### config.mk
export PLATFORM = sky130hd
export DESIGN_NAME = status_led_pattern_controller_unit
export DESIGN_NICKNAME = d
export VERILOG_FILES = /design/src/hw/rtl/slpc_pkg.sv /design/src/hw/rtl/status_led_pattern_controller_unit.sv
export SDC_FILE = /design/constraint.sdc
export NUM_CORES = 1
export LEC_CHECK = 0
export BUFFER_PORTS_ARGS = -buffer_cell sky130_fd_sc_hd__buf_2
export CAP_MARGIN = 20
export CORE_MARGIN = 1
export CORE_UTILIZATION = 26
export CTS_CLUSTER_SIZE = 10
export DETAILED_ROUTE_END_ITERATION = 6
export GPL_TIMING_DRIVEN = 0
export SYNTH_ARGS = -nofsm -noshare
export SYNTH_HDL_FRONTEND = slang
export SYNTH_SLANG_ARGS = --single-unit
export TNS_END_PERCENT = 10
### constraint.sdc
create_clock -name clk_i -period 16.65 [get_ports clk_i]
set_clock_uncertainty 0.1 [all_clocks]
set_input_delay 0 -clock clk_i [delete_from_list [all_inputs] [get_ports clk_i]]
set_output_delay 0 -clock clk_i [all_outputs]
set_load 0.005 [all_outputs]
### src/hw/rtl/slpc_pkg.sv
`timescale 1ns / 1ps
`default_nettype none

package slpc_pkg;

  // UI state encoding, shared with the software state write and ui_state
  typedef enum logic [2:0] {
    ST_BOOT     = 3'd0,
    ST_IDLE     = 3'd1,
    ST_ARMED    = 3'd2,
    ST_CAPTURED = 3'd3,
    ST_ERROR    = 3'd4
  } ui_state_e;

  // Configuration register indexes
  typedef enum logic {
    CFG_LONG_PRESS_MS = 1'b0,
    CFG_COMMON_ANODE  = 1'b1
  } cfg_index_e;

  localparam int unsigned CFG_DATA_BITS = 16;
  localparam int unsigned PRESS_BITS    = 16;
  localparam logic [PRESS_BITS-1:0] LONG_PRESS_RESET = 16'd2000;

  // In-state timer
  localparam int unsigned TIMER_BITS = 32;
  typedef logic [TIMER_BITS-1:0] timer_t;

  localparam timer_t BOOT_RED_END   = 500;
  localparam timer_t BOOT_GREEN_END = 1000;
  localparam timer_t BOOT_BLUE_END  = 1500;
  localparam timer_t BOOT_WHITE_END = 2000;
  localparam timer_t BOOT_LIMIT     = 2200;
  localparam timer_t CAPTURED_LIMIT = 1200;
  localparam timer_t ERROR_LIMIT    = 1500;

  // Blink and pulse phase counters (timer modulo the pattern period)
  localparam int unsigned IDLE_PERIOD  = 1500;
  localparam int unsigned ARMED_PERIOD = 250;
  localparam int unsigned ERROR_PERIOD = 400;
  localparam int unsigned PULSE_PERIOD = 2000;

  typedef logic [$clog2(IDLE_PERIOD)-1:0]  ph_idle_t;
  typedef logic [$clog2(ARMED_PERIOD)-1:0] ph_armed_t;
  typedef logic [$clog2(ERROR_PERIOD)-1:0] ph_error_t;
  typedef logic [$clog2(PULSE_PERIOD)-1:0] ph_pulse_t;

  localparam ph_idle_t  IDLE_HALF  = ph_idle_t'(IDLE_PERIOD / 2);
  localparam ph_idle_t  IDLE_LAST  = ph_idle_t'(IDLE_PERIOD - 1);
  localparam ph_armed_t ARMED_HALF = ph_armed_t'(ARMED_PERIOD / 2);
  localparam ph_armed_t ARMED_LAST = ph_armed_t'(ARMED_PERIOD - 1);
  localparam ph_error_t ERROR_HALF = ph_error_t'(ERROR_PERIOD / 2);
  localparam ph_error_t ERROR_LAST = ph_error_t'(ERROR_PERIOD - 1);
  localparam ph_pulse_t PULSE_HALF = ph_pulse_t'(PULSE_PERIOD / 2);
  localparam ph_pulse_t PULSE_LAST = ph_pulse_t'(PULSE_PERIOD - 1);

  // Triangle ramp: level = up * 60 / 1000 = (3 * up) / 50, up <= 1000.
  // Division by 50 is a multiply by ceil(2^17 / 50) and a shift.
  localparam int unsigned RAMP_BITS    = $clog2(PULSE_PERIOD / 2 + 1);
  localparam int unsigned TRI_X_BITS   = 12;
  localparam int unsigned TRI_SHIFT    = 17;
  localparam int unsigned TRI_RECIP    = (2 ** TRI_SHIFT + 49) / 50;
  localparam int unsigned TRI_PROD_BITS = 24;

  typedef logic [7:0] duty_t;

  typedef struct packed {
    duty_t     red;
    duty_t     green;
    duty_t     blue;
    logic      long_press;
    ui_state_e ui_state;
  } result_t;

endpackage

`default_nettype wire

### src/hw/rtl/status_led_pattern_controller_unit.sv
// Status LED pattern controller: one input transaction is one millisecond tick.
// A taken tick's result is registered in the output register, or in the skid
// register while the output stalls; this two-entry buffer lets input be taken
// while a result waits. Throughput: one transaction per clock cycle while the skid is empty.
// Reset (rst_ni low, asynchronous): state boot, timers and long-press tracking
// cleared, long_press_ms = 2000, common_anode = 0, output buffer empty.
`timescale 1ns / 1ps
`default_nettype none

module status_led_pattern_controller_unit (
  input  wire logic                               clk_i,
  input  wire logic                               rst_ni,
  // configuration write port
  input  wire logic                               cfg_we_i,
  input  wire logic                               cfg_index_i,
  input  wire logic [slpc_pkg::CFG_DATA_BITS-1:0] cfg_data_i,
  // tick input channel
  input  wire logic                               in_valid_i,
  output logic                                    in_stall_o,
  input  wire logic                               state_write_i,
  input  wire logic [2:0]                         new_state_i,
  input  wire logic                               button_pressed_i,
  input  wire logic                               host_connected_i,
  // result channel
  output logic                                    out_valid_o,
  input  wire logic                               out_stall_i,
  output logic [7:0]                              red_duty_o,
  output logic [7:0]                              green_duty_o,
  output logic [7:0]                              blue_duty_o,
  output logic                                    long_press_o,
  output logic [2:0]                              ui_state_o
);

  // ---------------------------------------------------------------------------
  // Configuration registers
  // ---------------------------------------------------------------------------
  logic [slpc_pkg::PRESS_BITS-1:0] long_press_ms_q;
  logic                            common_anode_q;

  always_ff @(posedge clk_i or negedge rst_ni) begin
    if (!rst_ni) begin
      long_press_ms_q <= slpc_pkg::LONG_PRESS_RESET;
      common_anode_q  <= 1'b0;
    end else if (cfg_we_i) begin
      unique case (slpc_pkg::cfg_index_e'(cfg_index_i))
        slpc_pkg::CFG_LONG_PRESS_MS: long_press_ms_q <= cfg_data_i[slpc_pkg::PRESS_BITS-1:0];
        slpc_pkg::CFG_COMMON_ANODE:  common_anode_q  <= cfg_data_i[0];
        default: ;
      endcase
    end
  end

  // ---------------------------------------------------------------------------
  // Tick state
  // ---------------------------------------------------------------------------
  slpc_pkg::ui_state_e             state_q, state_d;
  slpc_pkg::timer_t                ms_q, ms_d;
  slpc_pkg::ph_idle_t              ph_idle_q, ph_idle_d;
  slpc_pkg::ph_armed_t             ph_armed_q, ph_armed_d;
  slpc_pkg::ph_error_t             ph_error_q, ph_error_d;
  slpc_pkg::ph_pulse_t             ph_pulse_q, ph_pulse_d;
  logic [slpc_pkg::PRESS_BITS-1:0] press_q, press_d;
  logic                            lp_done_q, lp_done_d;

  logic in_take;
  assign in_take = in_valid_i && !in_stall_o;

  // Values seen by this tick, after a state write applies
  logic                wr_ok;
  slpc_pkg::ui_state_e cur;
  slpc_pkg::timer_t    t;
  slpc_pkg::timer_t    t_inc;
  slpc_pkg::ph_idle_t  ph_idle;
  slpc_pkg::ph_armed_t ph_armed;
  slpc_pkg::ph_error_t ph_error;
  slpc_pkg::ph_pulse_t ph_pulse;
  logic                leave;
  logic                fire;

  // Triangle pulse datapath
  logic [slpc_pkg::RAMP_BITS-1:0]     ramp;
  logic [slpc_pkg::TRI_X_BITS-1:0]    tri_x;
  logic [slpc_pkg::TRI_PROD_BITS-1:0] tri_prod;
  slpc_pkg::duty_t                    tri_level;

  slpc_pkg::duty_t  red, green, blue;
  slpc_pkg::result_t res;

  always_comb begin
    // Long press: fire once per hold, press counter saturates
    fire      = 1'b0;
    press_d   = press_q;
    lp_done_d = lp_done_q;
    if (button_pressed_i) begin
      fire      = !lp_done_q && (press_q >= long_press_ms_q);
      lp_done_d = lp_done_q || fire;
      if (press_q != '1) begin
        press_d = press_q + 1'b1;
      end
    end else begin
      press_d   = '0;
      lp_done_d = 1'b0;
    end

    // A write of a different, valid state enters it with a fresh timer
    wr_ok = state_write_i
         && (new_state_i <= 3'(slpc_pkg::ST_ERROR))
         && (new_state_i != 3'(state_q));
    if (wr_ok) begin
      cur      = slpc_pkg::ui_state_e'(new_state_i);
      t        = '0;
      ph_idle  = '0;
      ph_armed = '0;
      ph_error = '0;
      ph_pulse = '0;
    end else begin
      cur      = state_q;
      t        = ms_q;
      ph_idle  = ph_idle_q;
      ph_armed = ph_armed_q;
      ph_error = ph_error_q;
      ph_pulse = ph_pulse_q;
    end

    // Triangle: ramp up over the first half of the period, down over the second
    if (ph_pulse < slpc_pkg::PULSE_HALF) begin
      ramp = slpc_pkg::RAMP_BITS'(ph_pulse);
    end else begin
      ramp = slpc_pkg::RAMP_BITS'(slpc_pkg::PULSE_PERIOD - 32'(ph_pulse));
    end
    tri_x     = slpc_pkg::TRI_X_BITS'({ramp, 1'b0}) + slpc_pkg::TRI_X_BITS'(ramp);
    tri_prod  = slpc_pkg::TRI_PROD_BITS'(tri_x)
              * slpc_pkg::TRI_PROD_BITS'(slpc_pkg::TRI_RECIP);
    tri_level = 8'(tri_prod >> slpc_pkg::TRI_SHIFT);

    // Pattern per state
    red   = 8'd0;
    green = 8'd0;
    blue  = 8'd0;
    leave = 1'b0;
    unique case (cur)
      slpc_pkg::ST_BOOT: begin
        // colour self-test: red, green, blue, white
        if (t < slpc_pkg::BOOT_RED_END) begin
          red = 8'd255;
        end else if (t < slpc_pkg::BOOT_GREEN_END) begin
          green = 8'd255;
        end else if (t < slpc_pkg::BOOT_BLUE_END) begin
          blue = 8'd255;
        end else if (t < slpc_pkg::BOOT_WHITE_END) begin
          red   = 8'd200;
          green = 8'd200;
          blue  = 8'd200;
        end
        leave = t > slpc_pkg::BOOT_LIMIT;
      end
      slpc_pkg::ST_IDLE: begin
        if (!host_connected_i) begin
          // slow blue blink, dim in the first half
          if (ph_idle >= slpc_pkg::IDLE_HALF) begin
            green = 8'd60;
            blue  = 8'd200;
          end else begin
            blue = 8'd20;
          end
        end else begin
          red   = tri_level;
          green = tri_level;
          blue  = tri_level;
        end
      end
      slpc_pkg::ST_ARMED: begin
        if (ph_armed >= slpc_pkg::ARMED_HALF) begin
          red   = 8'd220;
          green = 8'd70;
        end
      end
      slpc_pkg::ST_CAPTURED: begin
        green = 8'd220;
        leave = t > slpc_pkg::CAPTURED_LIMIT;
      end
      slpc_pkg::ST_ERROR: begin
        if (ph_error >= slpc_pkg::ERROR_HALF) begin
          red = 8'd220;
        end
        leave = t > slpc_pkg::ERROR_LIMIT;
      end
      default: ;
    endcase

    // Advance the timer, or drop back to idle on timeout. Phase counters
    // restart whenever the timer does, including its wrap to zero.
    t_inc = t + 1'b1;
    if (leave || (t_inc == '0)) begin
      ph_idle_d  = '0;
      ph_armed_d = '0;
      ph_error_d = '0;
      ph_pulse_d = '0;
    end else begin
      ph_idle_d  = (ph_idle  == slpc_pkg::IDLE_LAST)  ? '0 : ph_idle  + 1'b1;
      ph_armed_d = (ph_armed == slpc_pkg::ARMED_LAST) ? '0 : ph_armed + 1'b1;
      ph_error_d = (ph_error == slpc_pkg::ERROR_LAST) ? '0 : ph_error + 1'b1;
      ph_pulse_d = (ph_pulse == slpc_pkg::PULSE_LAST) ? '0 : ph_pulse + 1'b1;
    end
    if (leave) begin
      state_d = slpc_pkg::ST_IDLE;
      ms_d    = '0;
    end else begin
      state_d = cur;
      ms_d    = t_inc;
    end

    // Common-anode wiring: 255 - duty is the bitwise inverse
    res.red        = common_anode_q ? ~red   : red;
    res.green      = common_anode_q ? ~green : green;
    res.blue       = common_anode_q ? ~blue  : blue;
    res.long_press = fire;
    res.ui_state   = cur;
  end

  // Commit tick state only when a transaction is taken
  always_ff @(posedge clk_i or negedge rst_ni) begin
    if (!rst_ni) begin
      state_q    <= slpc_pkg::ST_BOOT;
      ms_q       <= '0;
      ph_idle_q  <= '0;
      ph_armed_q <= '0;
      ph_error_q <= '0;
      ph_pulse_q <= '0;
      press_q    <= '0;
      lp_done_q  <= 1'b0;
    end else if (in_take) begin
      state_q    <= state_d;
      ms_q       <= ms_d;
      ph_idle_q  <= ph_idle_d;
      ph_armed_q <= ph_armed_d;
      ph_error_q <= ph_error_d;
      ph_pulse_q <= ph_pulse_d;
      press_q    <= press_d;
      lp_done_q  <= lp_done_d;
    end
  end

  // ---------------------------------------------------------------------------
  // Output buffer: output register plus skid register. Input stalls only
  // when the skid register is occupied, so a waiting result never blocks
  // the next tick.
  // ---------------------------------------------------------------------------
  logic              out_v_q, skid_v_q;
  slpc_pkg::result_t out_q, skid_q;
  logic              out_take;

  assign out_take   = out_v_q && !out_stall_i;
  assign in_stall_o = skid_v_q;

  always_ff @(posedge clk_i or negedge rst_ni) begin
    if (!rst_ni) begin
      out_v_q  <= 1'b0;
      skid_v_q <= 1'b0;
    end else if (in_take) begin
      if (out_v_q && out_stall_i) begin
        skid_v_q <= 1'b1;
      end else begin
        out_v_q <= 1'b1;
      end
    end else if (out_take) begin
      // refill from the skid register, or go empty
      out_v_q  <= skid_v_q;
      skid_v_q <= 1'b0;
    end
  end

  always_ff @(posedge clk_i) begin
    if (in_take) begin
      if (out_v_q && out_stall_i) begin
        skid_q <= res;
      end else begin
        out_q <= res;
      end
    end else if (out_take && skid_v_q) begin
      out_q <= skid_q;
    end
  end

  assign out_valid_o  = out_v_q;
  assign red_duty_o   = out_q.red;
  assign green_duty_o = out_q.green;
  assign blue_duty_o  = out_q.blue;
  assign long_press_o = out_q.long_press;
  assign ui_state_o   = 3'(out_q.ui_state);

endmodule

`default_nettype wire

Word level (Yosys, flattened, before mapping):

Index checks and enable logic that the tools add are counted.

* $add $sub $neg: 8
* $mul: 1
* divide/modulo/power cells: 0
* order comparisons: 13
* equality and inequality tests: 13
* shifts and indexed selects: 0
* multiplexer cells: 54
* bitwise operators: 4
* reductions and logical operators: 23

Operators with widths (count)
* $mux W8: 20
* $mux W28: 3
* $mux W11: 6
* $gt A32 B11 Y1 const B: 2
* $lt A32 B11 Y1 const B: 2
* $mux W32: 2
* $pmux W8 S4: 2
* $add A32 B1 Y32 const B: 1
* $gt A32 B12 Y1 const B: 1
* $logic_not A32 Y1: 1
* $lt A32 B10 Y1 const B: 1
* $lt A32 B9 Y1 const B: 1
* $mux W16: 2
* $mux W9: 3
* $not A8 Y8: 3
* $mul A12 B11 Y23 const B: 1
* $add A11 B1 Y11 const B: 2
* $eq A11 B11 Y1 const B: 2
* $add A16 B1 Y16 const B: 1
* $ge A16 B16 Y1: 1
* $ne A16 B16 Y1 const B: 1
* $pmux W8 S2: 1
* $mux W7: 2
* $reduce_and A2 Y1: 7
* 28 further kinds: 48

* register bits: 166
* latch bits: 0
* bits in writable memories: 0
* ROM bits: 0
* input bits: 28
* output and inout port bits: 30
* word-level logic and storage cells: 138
* memories: 0

Longest topological paths before layout:

Gate-level depths: netlist of the first run.

* depth after elaboration: 14
* gate-level depth with buffers: 39
* gate-level depth less buffers: 37

Least setup slack after synthesis of the first run:

Ideal clock, no wire load.

* path type: register to register
* start point: register state_q[2]
* end point: register out_q, in the netlist green_duty_o[2], data pin
* library setup time: 0.260 ns
* arrival: 9.415 ns
* data required time: 16.290 ns
* slack: 6.875 ns
* stages on the path, launching flop included: 37
* path buffers: 2
* period minus slack after synthesis: 9.775 ns
* path through: dfrtp_1 xor2_1 o311ai_1 clkbuf_1 buf_1 nand2_1 inv_1 ha_1 a21oi_1 inv_1 ha_1 fa_1 a21o_1 a21oi_1 o21bai_1 a21oi_1 nor2b_1 o21ai_0 nand2b_1 xor2_1 fa_1 ha_1 fa_1 fa_1 inv_1 fa_1 inv_1 ha_1 a211o_1 a211o_1 o2111ai_1 o21ai_0 a211oi_1 a21oi_1 a211oi_1 xnor2_1 mux2_2

RTL lines
* start, declared: RTL line status_led_pattern_controller_unit.sv:56 `slpc_pkg::ui_state_e state_q, state_d;`
* start signal, assigned: RTL line status_led_pattern_controller_unit.sv:224 `state_q <= slpc_pkg::ST_BOOT;`
* start signal, assigned: RTL line status_led_pattern_controller_unit.sv:233 `state_q <= state_d;`
* end signal, assigned: RTL line status_led_pattern_controller_unit.sv:278 `out_q <= res;`
* end signal, assigned: RTL line status_led_pattern_controller_unit.sv:281 `out_q <= skid_q;`
* end, declared: RTL line status_led_pattern_controller_unit.sv:250 `slpc_pkg::result_t out_q, skid_q;`

==> results of run 1 <==
## cell families after synthesis
logic type,Yosys count,synth area share (%)
compound gates,299,16.0
flops,166,34.3
simple gates,452,17.6
buf+inv,193,5.75
mux,32,2.73
xor+xnor,87,5.88
fa+ha+maj,162,17.7
## per-layer routing
layer / global-route usage (%) / part of all wire (%) / up-vias / wire (um)
met4: 4.24 / 1.7 / 0 / 580
met2: 24.9 / 49 / 222 / 17200
li1: - / - / 5211 / -
met5: 0 / 0 / - / 0
met3: 1.71 / 3.9 / 34 / 1370
met1: 18.4 / 45 / 5325 / 15800
## placed cells by master, fill, tap and decap left out, types with 13 or more instances in the layout
cell / count
mux2_2: 27
fa_1: 36
o21a_1: 14
inv_1: 124
o21ai_0: 62
a21oi_1: 54
nor3_1: 28
nand4_1: 28
a21o_1: 26
clkbuf_16: 17
o31ai_1: 22
dfrtp_1: 104
clkbuf_1: 49
and3_1: 17
edfxtp_1: 56
dlygate4sd3_1: 27
and2_1: 13
ha_1: 126
nor2_1: 82
nand2_1: 134
buf_2: 72
a22o_1: 19
a31oi_1: 13
nand3_1: 46
xnor2_1: 48
nor4_1: 24
xor2_1: 39
nand2b_1: 16
## layout make-up
class | instances | share of cell area, %
Multi-Input combinational cell | 1032 | 51.8
Sequential cell | 166 | 29.6
Tap cell | 664 | 5.53
Timing Repair Buffer | 90 | 4.19
Inverter | 124 | 3.10
Clock buffer | 17 | 2.83
Buffer | 69 | 1.86
Clock inverter | 15 | 1.12
## worst max path at each step
stage                     slack, ns  cells after the start               to       start
after floorplan                6.87                     36  green_duty_o[2]  state_q[2]
after global placement         4.09                     35    red_duty_o[6]  state_q[2]
after detailed placement       4.53                     35    red_duty_o[6]  state_q[0]
after CTS                      4.41                     35    red_duty_o[6]  state_q[2]
after global routing           3.75                     35    red_duty_o[6]  state_q[2]
final                          4.48                     35    red_duty_o[6]  state_q[2]
## power breakdown
group	internal [mW]	total [mW]	switching (mW)
registers	0.526	0.575	0.0485
logic	0.366	0.946	0.580
clock network	0.225	0.408	0.183
total	1.12	1.93	0.812
## flip-flops by register name (all words and copies together) (netlist names), 8 cells and up
| signal | count |
|---|---|
| ph_error_q | 9 |
| long_press_ms_q | 16 |
| green_duty_o | 8 |
| red_duty_o | 8 |
| blue_duty_o | 8 |
| ms_q | 32 |
| press_q | 16 |
| ph_idle_q | 11 |
| ph_armed_q | 8 |
| ph_pulse_q | 11 |
| skid_q | 28 |
## critical path, delay by kind of cell, from the launching register on
family          cells  cell delay [ns]
compound gates     13             3.12
xor+xnor            4             1.30
fa+ha+maj           7             3.04
buf+inv             7             2.82
flops               1             0.41
mux                 2             0.71
simple gates        2             0.41
## timing repair
item                      CTS  global route
gates resized for setup     0             0
hold endpoints to repair  136             0
hold buffers               27             0
buffers inserted            0             0
==> metrics.txt, run 1 <==
Unique masters post-synth 81; final worst-path cycle share 73.1%; Hold Vio Cnt, Final 0; Mapped Nets 1,581; first-pass iteration count of the detailed router 5; Least-Margin Pin Slew 1.02 ns; PortBufs 57; min-delay worst type input port to flip-flop; most frequent CP cell fa_1; multi-input logic area 0.00778 mm2; layout cell share with drive strength beyond 1 10.5%; Worst-Skew Late Latency 0.44 ns; Hold Path Stages 5; CTS max path bufs 2; Worst VDD drop 66.3 uV; Root Buffer clkbuf_16; Mapped Cells 1,391; top post-synthesis cells by area dfrtp_1 20%, edfxtp_1 13%, ha_1 12%; post-route DRC violation count 0; Max Cap Viol 0; post-layout instance area 0.0150 mm2; Tot Pwr 1.93 mW; FP Rows 81; post-DR vias/cell 4.96; synth-to-layout area growth 16.0%; H-tree depth 4; HP Start cfg_index_i; I/O pin count 58; initial antenna violation count 0; Seq cells post-synth 166; initial core utilization 26.4%; ANT cells 0; Crit Path Class flip-flop to flip-flop; Final min period 12.17 ns; post-detail-place hpwl 26.0 mm; Placed Cells 2,117; Worst Setup Start Kind flip-flop; Worst R2R Start state_q[2]; Non-Filler Instances 2,177; r2r setup slk 4.48 ns; PwrDens 128 mW/mm2; top_reg_cell synth dfrtp_1; Worst Hold End long_press_ms_q[7]; pre-CTS setup slack 4.53 ns; Crit path largest cell delay 0.69 ns; crit path capture type flip-flop; full die area 0.0507 mm2; Mapped Avg Cell Area 9.31 um2; Worst Path Max Fanout 10; post-placement cell area 0.0141 mm2; worst-case reg-to-reg path depth 35; routed wire length 35.0 mm; register area 0.00444 mm2; outcome completed; worst setup margin 4.48 ns; Final setup viols 0; fin util 30.6%; Req. time, crit path 16.74 ns; fill count 5,171; antenna viol nets, final 0; vias in the first global route 10,838; clock sink total 166; Pleak 6.73 nW; Initial DRC Count 698; Synth Warn # 0; FFs w/ async S/R, synth 66.3%; WL/cell 16.1 um; hold_ws 0.0386 ns; Post-synth EDFFs 56; Worst R2R End red_duty_o[6]; largest net degree at the start of global routing 85; setup TNS 0 ns; Data arrival, critical path 12.27 ns; first-pass GRT wire length 57.7 mm; total global-route track usage 14.3%; Core Region 0.0491 mm2; via count 10,792; Die Ht 225 um; RSZ-0062 raised after global routing false; GPL Wtd Cong 0.896; mapped cell area 0.0130 mm2; die width 225 um; Synth top area share 20.1%; sequential-to-total area share from yosys stat 34.3%; Clk pin slew, worst setup/hold paths 0.07 ns; Slowest cell on crit path buf_1; TritonCTS buffer count 17; slew margin rel. 31.5%; most frequent cells after synthesis 134 x nand2_1, 126 x ha_1, 124 x inv_1, 104 x dfrtp_1, 83 x nor2_1; Max Slew Vio Count 0; # nets final 1,690; Fmax 0.0821 GHz; grt ovf 0; TritonCTS clock tree yes; count leader, synth nand2_1; Yosys top cell by area dfrtp_1
(Power assumes the default switching activity.)
==> inputs of run 2 (changes only) <==
--- a/config.mk
+++ b/config.mk
@@ -5,6 +5,7 @@
 export SDC_FILE = /design/constraint.sdc
 export NUM_CORES = 1
 export LEC_CHECK = 0
+export ABC_AREA = 1
 export BUFFER_PORTS_ARGS = -buffer_cell sky130_fd_sc_hd__buf_2
 export CAP_MARGIN = 20
 export CORE_MARGIN = 1
==> constraint.sdc (replaced) <==
create_clock -name clk_i -period 9.91 [get_ports clk_i]
set_clock_uncertainty 0.1 [all_clocks]
set_input_delay 0 -clock clk_i [delete_from_list [all_inputs] [get_ports clk_i]]
set_output_delay 0 -clock clk_i [all_outputs]
set_load 0.005 [all_outputs]
==> metrics.txt, run 2 <==
outcome completed; largest register by flop count ms_q; Root Buffer clkbuf_16; Pleak 7.96 nW (+18%); number of flip-flops in the largest register 32 (unchanged); top_reg_cell synth dfrtp_1; Synth top area share 18.8% (-1.3 points); Largest regs ms_q x32, skid_q x28; Max Cap Viol 0 (unchanged); Die Ht 233 um (+3.2%); worst setup margin 0.654 ns (-3.82 ns); Crit Path Class flip-flop to flip-flop; Post-synth EDFFs 56 (unchanged); Slowest cell on crit path fa_1; hold_ws 0.0207 ns (-0.0179 ns); Placed Cells 2,599 (+23%); Final min period 9.26 ns (-2.92 ns); Gate power share 46.7% (-2.3 points); Synth Warn # 0 (unchanged); PwrDens 194 mW/mm2 (+51%); Worst Path Max Fanout 10 (unchanged); Worst-Skew Late Latency 0.44 ns (about the same); min-delay worst type input port to asynchronous set/reset pin; layout cell share with drive strength beyond 1 9.12% (-1.4 points); Final setup viols 0 (unchanged); Data arrival, critical path 9.36 ns (-2.91 ns); final worst-path cycle share 93.4% (+20 points); PortBufs 57 (unchanged); FFs w/ async S/R, synth 66.3% (unchanged); Max Slew Vio Count 0 (unchanged); Mapped Cells 1,852 (+33%); pre-CTS setup slack 0.238 ns (-4.29 ns); Worst Setup Start Kind flip-flop; Clk pin slew, worst setup/hold paths 0.07 ns (about the same); setup TNS 0 ns (unchanged); Seq cells post-synth 166 (unchanged); post-layout instance area 0.0160 mm2 (+6.3%); GPL Wtd Cong 0.905 (+0.98%); Yosys top cell by area dfrtp_1; post-detail-place hpwl 28.5 mm (+9.9%); Int Power 1.76 mW (+57%); Core Region 0.0526 mm2 (+7.1%); Net Switching 1.34 mW (+65%); post-placement cell area 0.0150 mm2 (+6.1%); antenna viol nets, final 0 (unchanged); via count 12,338 (+14%); most frequent cells after synthesis 497 x nand2_1, 256 x inv_1, 205 x nor2_1, 142 x nand3_1, 126 x ha_1; Tot Pwr 3.10 mW (+60%); clock sink total 166 (unchanged); post-route DRC violation count 0 (unchanged); initial core utilization 26.3% (-0.12 points); # nets final 2,150 (+27%); Req. time, crit path 10.01 ns (-6.73 ns); initial antenna violation count 2 (+2); I/O pin count 58 (unchanged); commonest non-fill, non-tap cell in the layout nand2_1; fin util 30.4% (-0.24 points); Crit path largest cell delay 0.55 ns (-0.14 ns); Mapped Avg Cell Area 7.46 um2 (-20%); Least-Margin Pin Slew 0.963 ns (-0.0551 ns); synth-to-layout area growth 15.6%; Fmax 0.108 GHz (+32%); total global-route track usage 14.0% (-0.25 points); full die area 0.0541 mm2 (+6.6%); Worst VDD drop 112 uV (+68%); grt ovf 0 (unchanged); crit path capture type flip-flop; WL/cell 13.9 um (-14%); die width 233 um (+3.2%); most frequent cells in the layout 497 x nand2_1, 255 x inv_1, 204 x nor2_1; register share of total power 31.1% (+1.3 points); most frequent CP cell nand2_1; worst-case reg-to-reg path depth 48 (+37%); routed wire length 36.9 mm (+5.5%); TritonCTS buffer count 17 (unchanged); largest net degree at the start of global routing 90 (+5.9%); first-pass GRT wire length 61.1 mm (+5.8%); Non-Filler Instances 2,663 (+22%); count leader, synth nand2_1; Sw Ratio 43.2% (+1.2 points); clock group share of total power 22.3% (+1.1 points); first-pass iteration count of the detailed router 5 (unchanged); CTS max path bufs 2 (unchanged); post-DR vias/cell 4.63 (-6.5%); TritonCTS clock tree yes; vias in the first global route 12,016 (+11%); sequential-to-total area share from yosys stat 32.1% (-2.1 points); FP Rows 84 (+3.7%); RSZ-0062 raised after global routing false; Unique masters post-synth 54 (-33%); Mapped Nets 2,042 (+29%); H-tree depth 4 (unchanged); Initial DRC Count 947 (+36%); top post-synthesis cells by area dfrtp_1 19%, nand2_1 14%, edfxtp_1 12%; mapped cell area 0.0138 mm2 (+6.6%); slew margin rel. 35.6% (+4.1 points); Hold Vio Cnt, Final 0 (unchanged)
==> run 2: logic make-up after synthesis <==
family | Yosys count | synth area share, %
xor gates and xnor gates | 64 | 4.17
AOI/OAI and AO/OA | 196 | 8.58
and+or+nand+nor | 954 | 29.3
DFF | 166 | 32.1
buffers and inverters | 310 | 9.16
adders and majority gates | 162 | 16.6
==> run 2: layout make-up <==
type,instances,area (um2)
clock buffers,17,425
multi-input cells,1376,8150
fillers,5641,36600
inverters,263,987
well taps,688,861
flip-flops and latches,166,4440
clock inverters,15,176
plain buffers,47,278
repair buffers,89,647
diodes,2,5.00
==> run 2: final timing paths <==
kind	to	startpoint	slack, ns
min reg2reg	ph_pulse_q[8]	ph_pulse_q[8]	0.38
max in group asynchronous	press_q[0]	rst_ni	8.50
max reg2reg	green_duty_o[6]	state_q[0]	0.65
min	long_press_ms_q[7]	rst_ni	0.02
min in group clk_i	skid_q[10]	host_connected_i	0.03
max	green_duty_o[6]	state_q[0]	0.65
==> run 2: worst max-delay path, delay by kind of cell (launching register included) <==
family / cells / cell delay, ns
XOR/XNOR: 3 / 0.88
adder cells (fa/ha/maj): 7 / 3.07
buffers and inverters: 9 / 1.12
AND/OR/NAND/NOR: 23 / 2.39
AO/OA/AOI/OAI: 6 / 1.02
flip-flops: 1 / 0.40
==> run 2: what timing repair did <==
| action | in CTS | in global routing |
|---|---|---|
| endpoints found under the hold margin | 135 | 0 |
| setup endpoints to repair | 0 | 37 |
| hold buffers | 27 | 0 |
| resized for setup | 0 | 7 |
| buffers inserted | 0 | 2 |
==> run 2: routing by layer <==
| layer | track usage [%] | up-vias | part of all wire, % |
|---|---|---|---|
| met5 | 0 | - | 0.035 |
| met4 | 3.10 | 2 | 1.2 |
| met3 | 2.54 | 30 | 5.1 |
| met2 | 23.7 | 272 | 46 |
| met1 | 18.4 | 5852 | 47 |
| li1 | - | 6182 | - |
==> run 2: power by group through the flow <==
| stage | Combinational [mW] | Clock, mW | Sequential [mW] |
|---|---|---|---|
| floorplan | 0.996 | 0 | 0.962 |
| global placement | 1.38 | 0 | 0.973 |
| detailed placement | 1.42 | 0 | 0.973 |
| CTS | 1.44 | 0.702 | 0.962 |
| global route | 1.67 | 0.731 | 0.975 |
| finish | 1.44 | 0.689 | 0.962 |
==> inputs of run 3 (changes only) <==
--- a/config.mk
+++ b/config.mk
@@ -10,6 +10,7 @@
 export CAP_MARGIN = 20
 export CORE_MARGIN = 1
 export CORE_UTILIZATION = 26
+export CTS_BUF_LIST = sky130_fd_sc_hd__clkbuf_16
 export CTS_CLUSTER_SIZE = 10
 export DETAILED_ROUTE_END_ITERATION = 6
 export GPL_TIMING_DRIVEN = 0
==> constraint.sdc (replaced) <==
create_clock -name clk_i -period 10.3 [get_ports clk_i]
set_clock_uncertainty 0.1 [all_clocks]
set_input_delay 0 -clock clk_i [delete_from_list [all_inputs] [get_ports clk_i]]
set_output_delay 0 -clock clk_i [all_outputs]
set_load 0.005 [all_outputs]
==> metrics.txt, run 3 (synthesis results as in run 2) <==
routed wire length 36.8 mm (-0.28%); Placed Cells 2,599 (unchanged); min-delay worst type input port to asynchronous set/reset pin; total global-route track usage 14.0% (unchanged); Tot Pwr 2.98 mW (-3.8%); post-detail-place hpwl 28.5 mm (unchanged); Initial DRC Count 936 (-1.2%); Slowest cell on crit path fa_1; Worst-Skew Late Latency 0.44 ns (about the same); PortBufs 57 (unchanged); Max Slew Vio Count 0 (unchanged); PwrDens 187 mW/mm2 (-3.5%); Fmax 0.105 GHz (-2.7%); crit path capture type flip-flop; Max Cap Viol 0 (unchanged); clock group share of total power 22.2% (about the same); commonest non-fill, non-tap cell in the layout nand2_1; most frequent CP cell nand2_1; antenna viol nets, final 0 (unchanged); largest net degree at the start of global routing 90 (unchanged); WL/cell 13.8 um (-0.17%); outcome completed; layout cell share with drive strength beyond 1 8.83% (-0.30 points); Gate power share 46.7% (about the same); RSZ-0062 raised after global routing false; Worst Path Max Fanout 10 (unchanged); Non-Filler Instances 2,660 (-0.11%); Req. time, crit path 10.40 ns (+0.39 ns); Int Power 1.69 mW (-3.7%); Final setup viols 0 (unchanged); full die area 0.0541 mm2 (unchanged); TritonCTS clock tree yes; Clk pin slew, worst setup/hold paths 0.08 ns (about the same); post-route DRC violation count 0 (unchanged); post-DR vias/cell 4.64 (about the same); largest register by flop count ms_q; H-tree depth 4 (unchanged); initial core utilization 26.3% (unchanged); die width 233 um (unchanged); Data arrival, critical path 9.61 ns (+0.25 ns); register share of total power 31.1% (about the same); Pleak 7.96 nW (about the same); Crit Path Class flip-flop to flip-flop; number of flip-flops in the largest register 32 (unchanged); Sw Ratio 43.2% (about the same); slew margin rel. 32.4% (-3.2 points); post-placement cell area 0.0150 mm2 (unchanged); # nets final 2,148 (-0.093%); GPL Wtd Cong 0.905 (unchanged); first-pass iteration count of the detailed router 5 (unchanged); Crit path largest cell delay 0.55 ns (about the same); Die Ht 233 um (unchanged); final worst-path cycle share 92.4% (-1.0 points); TritonCTS buffer count 17 (unchanged); Final min period 9.51 ns (+0.258 ns); initial antenna violation count 2 (unchanged); clock sink total 166 (unchanged); CTS max path bufs 2 (unchanged); FP Rows 84 (unchanged); hold_ws 0.0207 ns (+0.0000579 ns); I/O pin count 58 (unchanged); Net Switching 1.29 mW (-3.9%); worst-case reg-to-reg path depth 48 (unchanged); grt ovf 0 (unchanged); setup TNS 0 ns (unchanged); vias in the first global route 12,016 (unchanged); post-layout instance area 0.0159 mm2 (-0.27%); via count 12,331 (-0.057%); Worst Setup Start Kind flip-flop; Root Buffer clkbuf_16; synth-to-layout area growth 15.3%; Worst VDD drop 108 uV (-3.6%); first-pass GRT wire length 61.1 mm (unchanged); Hold Vio Cnt, Final 0 (unchanged); most frequent cells in the layout 497 x nand2_1, 256 x inv_1, 204 x nor2_1; Largest regs ms_q x32, skid_q x28; Core Region 0.0526 mm2 (unchanged); Least-Margin Pin Slew 1.01 ns (+0.0471 ns)
==> run 3: changes by cell type in the layout (fill, tap and decap cells not counted), sizes merged <==
| cell | delta |
|---|---|
| buf | -2 |
| diode | -1 |
==> run 3: path summary, 6_finish.rpt <==
check / from / endpoint / slack, ns
min in group clk_i: host_connected_i / skid_q[10] / 0.04
max in group asynchronous: rst_ni / press_q[0] / 8.89
max reg2reg: state_q[0] / green_duty_o[6] / 0.79
min: rst_ni / long_press_ms_q[7] / 0.02
min reg2reg: ph_pulse_q[8] / ph_pulse_q[8] / 0.38
max: state_q[0] / green_duty_o[6] / 0.79
==> run 3: power groups by stage <==
stage | clock network (mW) | registers [mW] | logic (mW)
final | 0.662 | 0.925 | 1.39
after global routing | 0.703 | 0.938 | 1.60
after CTS | 0.676 | 0.925 | 1.38
after detailed placement | 0 | 0.937 | 1.36
after global placement | 0 | 0.936 | 1.33
after floorplan | 0 | 0.926 | 0.958
==> run 3: timing repair <==
action	4_1_cts	5_1_grt
endpoints found under the hold margin	135	0
resized for setup	0	1
endpoints found under the setup margin	0	7
hold buffers	27	0
buffers inserted	0	0
==> run 3: routing by layer <==
layer / track usage [%] / part of all wire, % / routed length (um) / vias to the layer above
met1: 18.4 / 48 / 17600 / 5826
met4: 3.10 / 1.3 / 465 / 4
met3: 2.54 / 4.9 / 1790 / 34
met5: 0 / 0.073 / 27 / -
met2: 23.7 / 46 / 17000 / 282
li1: - / - / - / 6185
==> run 3: through the flow <==
stage	worst slack, ns	utilization, %
2_1_floorplan	2.09	-
3_3_place_gp	0.634	28.5
6_report	0.785	30.3
5_1_grt	0.141	30.3
4_1_cts	0.545	30.2
3_5_place_dp	0.628	28.6
==> run 3: final cells by class <==
cell class	count	area (um2)
plain buffers	47	278
clock buffers	17	425
flip-flops and latches	166	4440
fillers	5649	36600
repair buffers	87	632
inverters	263	987
clock inverters	15	176
well taps	688	861
multi-input cells	1376	8120
diodes	1	2.50
==> run 3: critical path: cells and delay by family (launching register included) <==
kind / cells / cell delay, ns
AOI/OAI and AO/OA: 6 / 1.07
xor gates and xnor gates: 3 / 1.05
adders and majority gates: 7 / 3.12
buffers and inverters: 9 / 1.12
DFF: 1 / 0.40
and+or+nand+nor: 23 / 2.38
